## config.mk

```make
export PLATFORM = sky130hd
export DESIGN_NAME = lpr_cell
export DESIGN_NICKNAME = d
export VERILOG_FILES = /design/src/rtl/core/lpr_pkg.sv /design/src/rtl/core/lpr_cell.sv
export SDC_FILE = /design/constraint.sdc
export NUM_CORES = 1
export LEC_CHECK = 0
export ABC_CLOCK_PERIOD_IN_PS = 15500
export BUFFER_PORTS_ARGS = -buffer_cell sky130_fd_sc_hd__buf_2
export CAP_MARGIN = 0
export CORE_AREA = 3 3 170 172
export DETAILED_ROUTE_END_ITERATION = 12
export DIE_AREA = 0 0 173 175
export PLACE_DENSITY_LB_ADDON = 0.25
export SLEW_MARGIN = 40
export SYNTH_ARGS = -nofsm -noshare
export SYNTH_HDL_FRONTEND = slang
export SYNTH_SLANG_ARGS = --single-unit
```

## constraint.sdc

```tcl
create_clock -name clock -period 15.5 [get_ports clock]
set_input_delay 0 -clock clock [delete_from_list [all_inputs] [get_ports clock]]
set_output_delay 0 -clock clock [all_outputs]
set_load 0.005 [all_outputs]
```

## src/rtl/core/lpr_pkg.sv

```systemverilog
// Shared types, sizes and codes for the longest-prefix route table.
package lpr_pkg;

   // Table capacity and the sizes that follow from it.
   localparam int MAX_ROUTES = 64;
   localparam int COUNT_W    = $clog2(MAX_ROUTES + 1);
   localparam int TREE_DEPTH = $clog2(MAX_ROUTES);
   localparam int N_LEAF     = 2 ** TREE_DEPTH;
   localparam int SCAN_W     = $clog2(TREE_DEPTH + 1);

   // Action codes of an input item.
   localparam logic ACT_ADD    = 1'b0;
   localparam logic ACT_LOOKUP = 1'b1;

   // Status codes of a result item.
   localparam logic [1:0] ST_ADDED   = 2'd0;
   localparam logic [1:0] ST_FULL    = 2'd1;
   localparam logic [1:0] ST_FOUND   = 2'd2;
   localparam logic [1:0] ST_NOROUTE = 2'd3;

   // Input item.
   typedef struct packed {
      logic        action;
      logic [31:0] address;
      logic [31:0] net_mask;
      logic [5:0]  prefix_len;
      logic [15:0] port_in;
      logic [31:0] gateway_in;
   } req_type;

   // Result item.
   typedef struct packed {
      logic [1:0]  status;
      logic [15:0] port_out;
      logic [31:0] gateway_out;
   } rsp_type;

   // One stored route.
   typedef struct packed {
      logic [31:0] dest;
      logic [31:0] mask;
      logic [5:0]  prefix;
      logic [15:0] port;
      logic [31:0] gateway;
   } entry_type;

   // Match result of one cell, as it enters the selection tree.
   typedef struct packed {
      logic        hit;
      logic [15:0] port;
      logic [31:0] gateway;
   } leaf_type;

endpackage

```

## src/rtl/core/lpr_cell.sv

```systemverilog
// One route cell: holds an entry, shifts on insert and reports a lookup match.
module lpr_cell (
   input  logic              clock,
   input  logic              reset,
   input  logic              insert,
   input  lpr_pkg::entry_type new_entry,
   input  logic              prev_valid,
   input  lpr_pkg::entry_type prev_entry,
   input  logic [31:0]       lookup_addr,
   output logic              valid,
   output lpr_pkg::entry_type entry,
   output lpr_pkg::leaf_type  leaf
);
   import lpr_pkg::*;

   logic      valid_ff;
   logic      valid_in;
   entry_type entry_ff;
   entry_type entry_in;
   logic      take_prev;
   logic      prev_keeps;
   logic      take_new;

   // Entries with a shorter prefix than the new route move one cell down; the
   // new route lands in the first cell that is empty or whose entry moves down.
   always_comb begin
      take_prev  = insert && prev_valid && (prev_entry.prefix < new_entry.prefix);
      prev_keeps = prev_valid && !(prev_entry.prefix < new_entry.prefix);
      take_new   = insert && prev_keeps && (!valid_ff || (entry_ff.prefix < new_entry.prefix));
      valid_in   = valid_ff || take_prev || take_new;
      entry_in   = entry_ff;
      if (take_prev) begin
         entry_in = prev_entry;
      end else if (take_new) begin
         entry_in = new_entry;
      end
   end

   always_ff @(posedge clock) begin
      if (reset) begin
         valid_ff <= 1'b0;
      end else begin
         valid_ff <= valid_in;
      end
   end

   always_ff @(posedge clock) begin
      entry_ff <= entry_in;
   end

   // Match against the broadcast lookup address.
   always_comb begin
      leaf.hit     = valid_ff && ((lookup_addr & entry_ff.mask) == entry_ff.dest);
      leaf.port    = entry_ff.port;
      leaf.gateway = (entry_ff.gateway != 32'd0) ? entry_ff.gateway : lookup_addr;
   end

   assign valid = valid_ff;
   assign entry = entry_ff;

endmodule

```

==> impl_results.md, run 1 <==
- Vias in the first global route: roughly 6,700
- Most frequent cells in the layout: 439 x buf_2, 238 x dlygate4sd3_1, 118 x edfxtp_1
- Area leader, netlist: edfxtp_1
- Via count: 6,130
- Compound-Gate Fraction of Synth Area: about 5.1%
- Clk pwr share: 34.9%
- Routed WL: 26,600 µm
- Design area: 12,000 µm²
- Sequential cell fraction of total power: 40.0%
- Clock Skew: 0.0113 ns
- Slowest cell delay on critical path: 0.69 ns
- Max Fanout on Critical Path: 43
- Largest net degree at the start of global routing: 60
- Worst-Margin Slew: 0.834 ns
- XOR/XNOR Fraction of Synth Area: 3.98%
- Setup slack after layout: between 10 and 15 ns
- Final Instance Count excl. Fillers: ~1,500
- Syn_area_per_cell: ~16 µm²
- CTS tree: done
- Hpwl dp: 19,800 µm
- FP Rows: 61
- Ports: 440
- Starting density of the core: a little under a quarter
- Setup Viol. Count Final: 0
- H-tree depth: 4
- Congestion Overflow GR: 0
- Initial antenna violation count: 0
- Comb power frac: 25.1%
- Switch share: 25.7%
- Hold Fails Final Rpt: 0
- Post-synthesis cell area: 6600 µm²
- Share of cells above drive strength 1: between 50% and 60%
- RSZ-0062 raised after global routing: no
- Worst vdd ir: 0.0617 mV
- ANT nets after route: 0
- Yosys top cell area share: 53.7%
- WP buf/inv: 5
- P_int: 0.000796 W
- CP top delay family: buffers and inverters
- Cell mode on critical path: dlygate4sd3_1
- Cts bufs inserted: 17
- Max-cap violations: 0
- CP Cell Sequence: dlygate4sd3_1 > buf_2 > inv_1 > ha_1 > a21o_1 > a21oi_1 > o21ai_4 > buf_4 > mux2_4 > dlygate4sd3_1
- Worst path required time: 15.64 ns
- GP Congestion: 0.821
- Port Buffers: 439
- Crit-path slowest cell: buf_4
- WL per Instance: 18.0 µm
- Seq/Total Area, Yosys: 54.0%
- Post-route DRC: 0
- Max-slew violations: 0
- Ant diodes: 0
- Clk slew on worst S/H paths: 0.05 ns
- Post-synthesis mux area share: 26.3%
- First-pass GRT wire length: around 39,000 µm
- Power density cells: 89.3 nW/µm²
- Main combinational cell family by area after synthesis: multiplexers
- Cell Area, Placed: between 9000 and 10,000 µm²
- Post-route setup TNS: 0 ns
- Setup WS pre-CTS: 12.80 ns
- Netlist cell types: 24
- Worst min-delay path category: in -> out
- Vias per cell: 4.14
- Post-synthesis to final-layout area growth: 81.7%
- Leakage power: ~5.7 nW
- Data arrival, critical path: 3.26 ns
- Adder-cell share of the synthesized area: 1.90%
- Core Region: 27,600 µm²
- Startpoint types: input port
- Die area: 30,300 µm²
- Die width: 173 µm
- Chip Height: 175 µm
- DRT Pass-1 Iters: 4
- Fin nets: 1,373
- Critical path endpoint category: register
- CTS max path bufs: 2
- Worst-Skew Late Latency: slightly above 0.4 ns
- Synth top area cells: edfxtp_1 54%, mux2_4 25%, a21o_1 4.0%, xnor2_1 4.0%, buf_6 2.0%
- Initial DRC Count: 249
- Outcome: finished clean
- Simple-gate share of the synthesized area: 4.24%
- Mapped Cells: around 420
- Peak Freq: between 300 and 400 MHz
- Minimum clock period: 3.12 ns
- DP Cell Count: 1,212
- CP Class: in -> reg
- Slew Limit Headroom: between 40% and 50%
- Seq cells post-synth: 119
- Clock sink count: 119
- Syn_nets: around 700
- Sw power: 0.000275 W
- Clock Root Buffer: clkbuf_16
- Period utilization: around a fifth
- Total GRT Usage: approximately 17%
- Syn. warnings: 0
- Commonest non-fill, non-tap cell in the layout: buf_2
[cell usage after synthesis]
| cell type | number |
|---|---|
| a211oi_1 | 3 |
| a21o_1 | 35 |
| a21oi_1 | 4 |
| buf_2 | 3 |
| buf_4 | 17 |
| buf_6 | 12 |
| dfxtp_1 | 1 |
| edfxtp_1 | 118 |
| ha_1 | 10 |
| inv_1 | 5 |
| mux2_2 | 9 |
| mux2_4 | 109 |
| nand2_1 | 33 |
| nand2b_1 | 2 |
| nand3_1 | 2 |
| nand4_1 | 4 |
| nor2_1 | 3 |
| nor3_1 | 2 |
| nor4_1 | 14 |
| o211ai_1 | 2 |
| o21ai_0 | 1 |
| o21ai_1 | 1 |
| o22ai_1 | 1 |
| xnor2_1 | 30 |
[worst min-delay path: cells and delay by family]
kind,cells,cell delay [ns]
AOI/OAI and AO/OA,1,0.09
buffers and inverters,2,0.19
[worst paths after layout]
check / start / to / slack [ns] / cells after the start
worst min register to register: valid / valid / 1.20 / 3
worst min-delay path: lookup_addr[26] / leaf[26] / 0.28 / 3
worst max-delay path: new_entry[49] / entry[73] / 12.38 / 10
worst max register to register: entry[49] / entry[18] / 13.08 / 6
[repair_timing]
| action | CTS | global route |
|---|---|---|
| gates resized for setup | 0 | 0 |
| setup endpoints to repair | 0 | 0 |
| hold endpoints to repair | 119 | 0 |
| hold buffers | 238 | 0 |
| buffers inserted | 0 | 0 |
[sequential cells by signal (all words and copies together), names as in the netlist]
signal	flops
entry	118
valid	1
[layer usage]
| metal | routed length (µm) | up-vias | track usage [%] |
|---|---|---|---|
| met4 | 538 | 0 | 4.86 |
| met3 | 1910 | 31 | 5.56 |
| li1 | - | 2920 | - |
| met5 | 0 | - | 0 |
| met2 | 13700 | 284 | 31.2 |
| met1 | 10400 | 2895 | 18.9 |
[stage by stage]
| stage | hold WS, ns | total power (W) | utilization, % |
|---|---|---|---|
| 2_1_floorplan | 0.0724 | 0.000541 | - |
| 3_3_place_gp | 0.193 | 0.000646 | 32.7 |
| 3_5_place_dp | 0.183 | 0.000647 | 32.9 |
| 4_1_cts | 0.282 | 0.00109 | 43.4 |
| 5_1_grt | 0.302 | 0.00112 | 43.4 |
| 6_report | 0.282 | 0.00107 | 43.4 |
[area by class of cell]
class / count / area [µm²]
clock buffer: 17 / 425
clock inverter: 12 / 114
tap: 378 / 473
inverter: 5 / 18.8
multi-input combinational: 265 / 2760
timing repair buffer: 683 / 4640
fill: 2620 / 15600
sequential: 119 / 3560
[kinds of logic (layout without fill, tap and decap cells)]
| group | after synthesis | in the layout |
|---|---|---|
| multiplexers | 118 | 118 |
| AO/OA/AOI/OAI | 47 | 47 |
| adder cells (fa/ha/maj) | 10 | 10 |
| XOR/XNOR | 30 | 30 |
| flip-flops | 119 | 119 |
| AND/OR/NAND/NOR | 60 | 60 |
| buffers and inverters | 37 | 717 |
[power groups by stage]
stage | sequential [W] | clock (W) | combinational, W
after CTS | 0.000429 | 0.000387 | 0.000272
final | 0.000428 | 0.000374 | 0.000269
after global routing | 0.000433 | 0.000400 | 0.000292
after floorplan | 0.000439 | 0 | 0.000102
after detailed placement | 0.000435 | 0 | 0.000212
after global placement | 0.000435 | 0 | 0.000212
No activity file was read; power rests on OpenSTA's default activity.
==> run 2, diff against run 1 <==
- ABC_CLOCK_PERIOD_IN_PS: 15500 -> 3100
- CORE_AREA: 3 3 170 172 -> 3 3 171 173
- DIE_AREA: 0 0 173 175 -> 0 0 174 176
- clock period: 15.5 -> 3.1 ns (I/O delays scaled with it)
==> run 2 against run 1 <==
Effect of this change: clock power rose to 5.8 times the previous value; wire length fell by 0.62%; total power rose to 5.3 times the previous value; global-route usage down 0.50 points; die area up 1.2%; utilization rose by 0.40 points; highest routed layer unchanged; sequential power grew to 5.0 times the previous value; final cell count increased by 0.41%; count of clock-buffer cells in the layout increased by 2; clock skew up 0.0011 ns; critical path type unchanged.
==> impl_results.md, run 2 (synthesis results as in run 1) <==
- Initial antenna violation count: 0 (unchanged)
- DRT Pass-1 Iters: 4 (unchanged)
- WL per Instance: 17.8 µm (was 18.0 µm)
- Startpoint types: input port (unchanged)
- Slew Limit Headroom: 50.2% (was 44.4%)
- Ports: 440 (unchanged)
- Commonest non-fill, non-tap cell in the layout: buf_2 (unchanged)
- Routed WL: 26,400 µm (was 26,600 µm)
- CTS tree: done (unchanged)
- Setup WS pre-CTS: 0.583 ns (was 12.80 ns)
- Largest net degree at the start of global routing: 61 (was 60)
- Hold buffers post-CTS: 238 (unchanged)
- Max FFs per register: 118 (unchanged)
- Die area: 30,600 µm² (was 30,300 µm²)
- Outcome: finished clean (unchanged)
- Fin Hold WS: 0.282 ns (about the same)
- First-pass GRT wire length: 38,800 µm (was 39,100 µm)
- Core Region: 27,800 µm² (was 27,600 µm²)
- Setup Viol. Count Final: 0 (unchanged)
- Post-route setup TNS: 0 ns (unchanged)
- H-tree depth: 4 (unchanged)
- Period utilization: 96.2%
- Power density cells: 467 nW/µm² (was 89.3 nW/µm²)
- Hold Fails Final Rpt: 0 (unchanged)
- Cts bufs inserted: 17 (unchanged)
- Routed wl met3: 1800 µm (was 1910 µm)
- CP top delay family: buffers and inverters (unchanged)
- Peak Freq: 335 MHz
- Port Buffers: 439 (unchanged)
- Ant diodes: 0 (unchanged)
- Highest metal used: met4 (unchanged)
- Max-slew violations: 0 (unchanged)
- GP Congestion: 0.796 (was 0.821)
- Total GRT Usage: 16.6% (was 17.1%)
- Share of cells above drive strength 1: 54.0% (was 53.6%)
- Post-synthesis to final-layout area growth: 84.4% (was 81.7%)
- Clock Skew: 0.0124 ns (was 0.0113 ns)
- WP buf/inv: 6 (was 5)
- Layout fillers: 2,664 (was 2,620)
- Worst-Skew Late Latency: 0.41 ns (about the same)
- Cell Area, Placed: 9160 µm² (was 9080 µm²)
- Post_cts resized: 0 (unchanged)
- Vias per cell: 4.18 (was 4.14)
- CP Class: in -> reg (unchanged)
- CTS max path bufs: 2 (unchanged)
- CP Cell Sequence: dlygate4sd3_1 > buf_2 > inv_1 > ha_1 > a21o_1 > a211oi_1 > o21ai_4 > buf_12 > buf_12 > mux2_4 > dlygate4sd3_1 (was dlygate4sd3_1 > buf_2 > inv_1 > ha_1 > a21o_1 > a21oi_1 > o21ai_4 > buf_4 > mux2_4 > dlygate4sd3_1)
- Slowest cell delay on critical path: 0.56 ns (was 0.69 ns)
- ANT nets after route: 0 (unchanged)
- Crit-path slowest cell: dlygate4sd3_1 (was buf_4)
- Max-cap violations: 0 (unchanged)
- Post-CTS setup buffers: 0 (unchanged)
- FP Rows: 61 (unchanged)
- Worst min-delay path category: in -> out (unchanged)
- Fin nets: 1,376 (was 1,373)
- Chip Height: 176 µm (was 175 µm)
- Clock sink count: 119 (unchanged)
- DR WL met2: 13,500 µm (was 13,700 µm)
- Via count: 6,214 (was 6,130)
- Max Fanout on Critical Path: 43 (unchanged)
- Vias in the first global route: 6,593 (was 6,694)
- Setup slack after layout: 0.119 ns (was 12.38 ns)
- Worst-Margin Slew: 0.740 ns (was 0.834 ns)
- Clock Root Buffer: clkbuf_16 (unchanged)
- Congestion Overflow GR: 0 (unchanged)
- Hpwl dp: 20,200 µm (was 19,800 µm)
- Clk slew on worst S/H paths: 0.05 ns (about the same)
- Design area: 12,200 µm² (was 12,000 µm²)
- Die width: 174 µm (was 173 µm)
- DRT met1 WL: 10,700 µm (was 10,400 µm)
- RSZ-0062 raised after global routing: no (unchanged)
- Post-route DRC: 0 (unchanged)
- Starting density of the core: 23.8% (was 23.9%)
- Most frequent cells in the layout: 439 x buf_2, 238 x dlygate4sd3_1, 118 x edfxtp_1 (unchanged)
- Data arrival, critical path: 3.13 ns (was 3.26 ns)
- Worst path required time: 3.24 ns (was 15.64 ns)
- Leakage power: 5.84 nW (was 5.75 nW)
- Critical path endpoint category: register (unchanged)
- Worst vdd ir: 0.242 mV (was 0.0617 mV)
- Minimum clock period: 2.98 ns
- Initial DRC Count: 243 (was 249)
run 2: changes by cell type in the layout (fill, tap and decap cells not counted), moves of 2 or more:
cell | before | now
clkinvlp_4 | 2 | 0
clkinv_1 | 4 | 1
buf_8 | 2 | 0
bufinv_16 | 2 | 5
clkinv_4 | 1 | 4
buf_12 | 0 | 6
clkbuf_1 | 0 | 2
run 2: worst paths after layout:
kind | startpoint | to | slack, ns | cells after the start
worst max register to register | entry[49] | entry[75] | 0.94 | 6
worst min register to register | valid | entry[86] | 1.08 | 2
worst max-delay path | new_entry[52] | entry[19] | 0.12 | 11
worst min-delay path | lookup_addr[22] | leaf[22] | 0.28 | 3
run 2: layout make-up:
type | count | area [µm²] | share of cell area (%)
Tap cell | 378 | 473 | 3.88
Sequential cell | 119 | 3560 | 29.3
Inverter | 5 | 18.8 | 0.154
Clock inverter | 13 | 204 | 1.67
Multi-Input combinational cell | 265 | 2760 | 22.7
Clock buffer | 19 | 433 | 3.56
Timing Repair Buffer | 686 | 4720 | 38.8
run 2: worst register-to-register path, delay by kind of cell (launching register included):
| family | cells | cell delay, ns |
|---|---|---|
| buf+inv | 1 | 0.36 |
| flops | 1 | 0.39 |
| compound gates | 4 | 0.73 |
| fa+ha+maj | 1 | 0.29 |
run 2: through the flow:
stage                     util [%]  cells  power, W
after floorplan                  -    421   0.00271
after global placement        33.0   1215   0.00325
after detailed placement      33.0   1215   0.00325
after CTS                     43.8   1485   0.00577
after global routing          43.8   1485   0.00595
final                         43.8   1485   0.00568
run 2: layer usage:
| metal | GRT usage (%) | up-vias |
|---|---|---|
| li1 | - | 2934 |
| met1 | 19.5 | 2958 |
| met2 | 29.5 | 299 |
| met3 | 4.77 | 23 |
| met4 | 4.49 | 0 |
| met5 | 0 | - |
run 2: report_power, final:
part | leakage (nW) | internal [W] | switching [W]
clock network | 0.312 | 0.00143 | 0.000757
registers | 1.15 | 0.00201 | 0.000129
logic | 4.37 | 0.000828 | 0.000534
total | 5.84 | 0.00426 | 0.00142
==> run 3, diff against run 2 <==
- ABC_AREA: not set -> 1
- CORE_AREA: 3 3 171 173 -> 3 3 172 174
- DIE_AREA: 0 0 174 176 -> 0 0 175 177
==> run 3 against run 2 <==
Effect of this change: largest power group unchanged; sequential power is 4% lower; via count is 30% higher; count of clock-buffer cells in the layout shrank 2; global-route usage is 3.3 points higher; critical path depth decreased by 2.
==> impl_results.md, run 3 <==
- Clock sink count: 119 (unchanged)
- Post-synth EDFFs: 118 (unchanged)
- R2r startpoint: entry[53] (was entry[49])
- Seq cells post-synth: 119 (unchanged)
- Die width: 175 µm (was 174 µm)
- Worst-Skew Late Latency: 0.41 ns (about the same)
- Syn_area_per_cell: 8.14 µm² (was 15.7 µm²)
- Critical path endpoint category: register (unchanged)
- Congestion Overflow GR: 0 (unchanged)
- Syn. warnings: 0 (unchanged)
- Worst path required time: 3.26 ns (was 3.24 ns)
- Worst R2R Setup Slack: 0.87 ns (was 0.94 ns)
- FP Rows: 61 (unchanged)
- Max Fanout on Critical Path: 124 (was 43)
- DRT Pass-1 Iters: 6 (was 4)
- Peak Freq: 398 MHz (was 335 MHz)
- Clk slew on worst S/H paths: 0.06 ns (was 0.05 ns)
- Vias per cell: 4.36 (was 4.18)
- Netlist cell types: 22 (was 24)
- Max-slew violations: 0 (unchanged)
- Startpoint types: input port (unchanged)
- Yosys top cell area share: 52.9% (was 53.7%)
- Largest net degree at the start of global routing: 125 (was 61)
- Mapped Cells: 823 (was 421)
- R2R depth: 8 (was 6)
- Crit path to: entry[53] (was entry[19])
- Period utilization: 81.1% (was 96.2%)
- Ys flop type: edfxtp_1 (unchanged)
- Vias in the first global route: 8,037 (was 6,593)
- Minimum clock period: 2.51 ns (was 2.98 ns)
- Setup Viol. Count Final: 0 (unchanged)
- CTS tree: done (unchanged)
- Hold Fails Final Rpt: 0 (unchanged)
- RSZ-0062 raised after global routing: no (unchanged)
- Post-synth top cells: 377 x nand2_1, 129 x nand3_1, 118 x edfxtp_1 (was 118 x edfxtp_1, 109 x mux2_4, 35 x a21o_1)
- H-tree depth: 4 (unchanged)
- Port Buffers: 439 (unchanged)
- Max FFs per register: 118 (unchanged)
- Post-synthesis cell area: 6700 µm² (was 6600 µm²)
- Outcome: finished clean (unchanged)
- Post-route DRC: 0 (unchanged)
- Power density cells: 446 nW/µm² (was 467 nW/µm²)
- Post-route setup TNS: 0 ns (unchanged)
- GP Congestion: 0.878 (was 0.796)
- Chip Height: 177 µm (was 176 µm)
- Total power: 0.00546 W (was 0.00568 W)
- Crit path from: prev_entry[53] (was new_entry[52])
- Seq/Total Area, Yosys: 53.2% (was 54.0%)
- Synth top area cells: edfxtp_1 53%, nand2_1 21%, nand3_1 9.6%, inv_1 3.1%, buf_2 2.0% (was edfxtp_1 54%, mux2_4 25%, a21o_1 4.0%, xnor2_1 4.0%, buf_6 2.0%)
- Core Region: 27,900 µm² (was 27,800 µm²)
- Share of cells above drive strength 1: 32.5% (was 54.0%)
- Area leader, netlist: edfxtp_1 (unchanged)
- Clock Skew: 0.0103 ns (was 0.0124 ns)
- Async SR Flop Fraction: 0% (unchanged)
- Cts bufs inserted: 17 (unchanged)
- Fin nets: 1,751 (was 1,376)
- First-pass GRT wire length: 46,300 µm (was 38,800 µm)
- Worst-Margin Slew: 0.564 ns (was 0.740 ns)
- Cell with the most instances after synthesis: nand2_1 (was edfxtp_1)
- Fin Hold WS: 0.0398 ns (was 0.282 ns)
- Most frequent cells in the layout: 439 x buf_2, 376 x nand2_1, 237 x dlygate4sd3_1 (was 439 x buf_2, 238 x dlygate4sd3_1, 118 x edfxtp_1)
- CP Class: in -> reg (unchanged)
- Data arrival, critical path: 2.67 ns (was 3.13 ns)
- Clock Root Buffer: clkbuf_16 (unchanged)
- WL per Instance: 17.3 µm (was 17.8 µm)
- Initial DRC Count: 348 (was 243)
- ANT nets after route: 0 (unchanged)
- Crit Reg-Reg Endpoint: entry[50] (was entry[75])
- Worst min-delay path category: in -> reg (was in -> out)
- Syn_nets: 1,105 (was 703)
- Worst vdd ir: 0.279 mV (was 0.242 mV)
- Max-cap violations: 0 (unchanged)
- Starting density of the core: 24.0% (was 23.8%)
- Routed WL: 32,200 µm (was 26,400 µm)
- Ports: 440 (unchanged)
- Via count: 8,109 (was 6,214)
- Leakage power: 6.09 nW (was 5.84 nW)
- Hpwl dp: 23,800 µm (was 20,200 µm)
- Total GRT Usage: 19.8% (was 16.6%)
- Initial antenna violation count: 2 (was 0)
- Post_cts resized: 0 (unchanged)
- Die area: 31,000 µm² (was 30,600 µm²)
- Slew Limit Headroom: 62.4% (was 50.2%)
- CTS max path bufs: 2 (unchanged)
- Commonest non-fill, non-tap cell in the layout: buf_2 (unchanged)
- Post-synthesis to final-layout area growth: 82.6% (was 84.4%)
-- run 3: cells by family after synthesis --
| kind of cell | Yosys count | synth area share, % |
|---|---|---|
| xor gates and xnor gates | 11 | 1.44 |
| and+or+nand+nor | 555 | 34.2 |
| adders and majority gates | 10 | 1.87 |
| buffers and inverters | 111 | 7.68 |
| AOI/OAI and AO/OA | 17 | 1.63 |
| DFF | 119 | 53.2 |
-- run 3: how the worst min path moves through the flow --
stage	startpoint	end	cells past startpoint
after CTS	prev_entry[72]	entry[72]	3
after detailed placement	reset	valid	2
after floorplan	reset	valid	1
after global routing	prev_entry[72]	entry[72]	3
after global placement	reset	valid	2
final	prev_entry[72]	entry[72]	3
-- run 3: per-stage QoR --
stage                     util (%)  instance area (µm²)  setup slack [ns]  std cells
after detailed placement      32.9                 9200             0.882       1590
after CTS                     43.7                12200             0.561       1859
final                         43.8                12200             0.586       1861
after global routing          43.8                12200             0.483       1861
after floorplan                  -                 6700             0.152        823
after global placement        32.9                 9200             0.865       1590
-- run 3: repair_timing --
action	4_1_cts	5_1_grt
setup endpoints to repair	0	0
hold buffers	237	0
hold endpoints to repair	119	0
setup buffers	0	0
-- run 3: cell type report --
class / instances / area [µm²]
timing repair buffer: 683 / 4700
sequential: 119 / 3560
clock inverter: 15 / 201
inverter: 55 / 206
tap: 378 / 473
fill: 2816 / 15700
antenna: 1 / 2.50
clock buffer: 17 / 425
multi-input combinational: 593 / 2650
-- run 3: worst max-delay path, stage by stage --
cell,delay (ns)
dlygate4sd3_1,0.54
buf_2,0.13
ha_1,0.32
nand4_1,0.13
o21bai_4,0.22
nand2_4,0.11
buf_12,0.44
a21oi_1,0.16
dlygate4sd3_1,0.59
-- run 3: report_power, final --
group	internal (W)	leakage [nW]	switching, W	total [W]
sequential	0.00197	1.14	0.0000930	0.00206
combinational	0.000666	4.66	0.000604	0.00127
clock	0.00135	0.290	0.000781	0.00213
total	0.00398	6.09	0.00148	0.00546
-- run 3: layer usage --
layer / vias up / GRT usage, % / routed length (µm)
li1: 3976 / - / -
met1: 3708 / 22.0 / 12500
met2: 368 / 35.8 / 16300
met3: 55 / 5.56 / 2210
met4: 2 / 8.08 / 1170
met5: - / 0 / 20
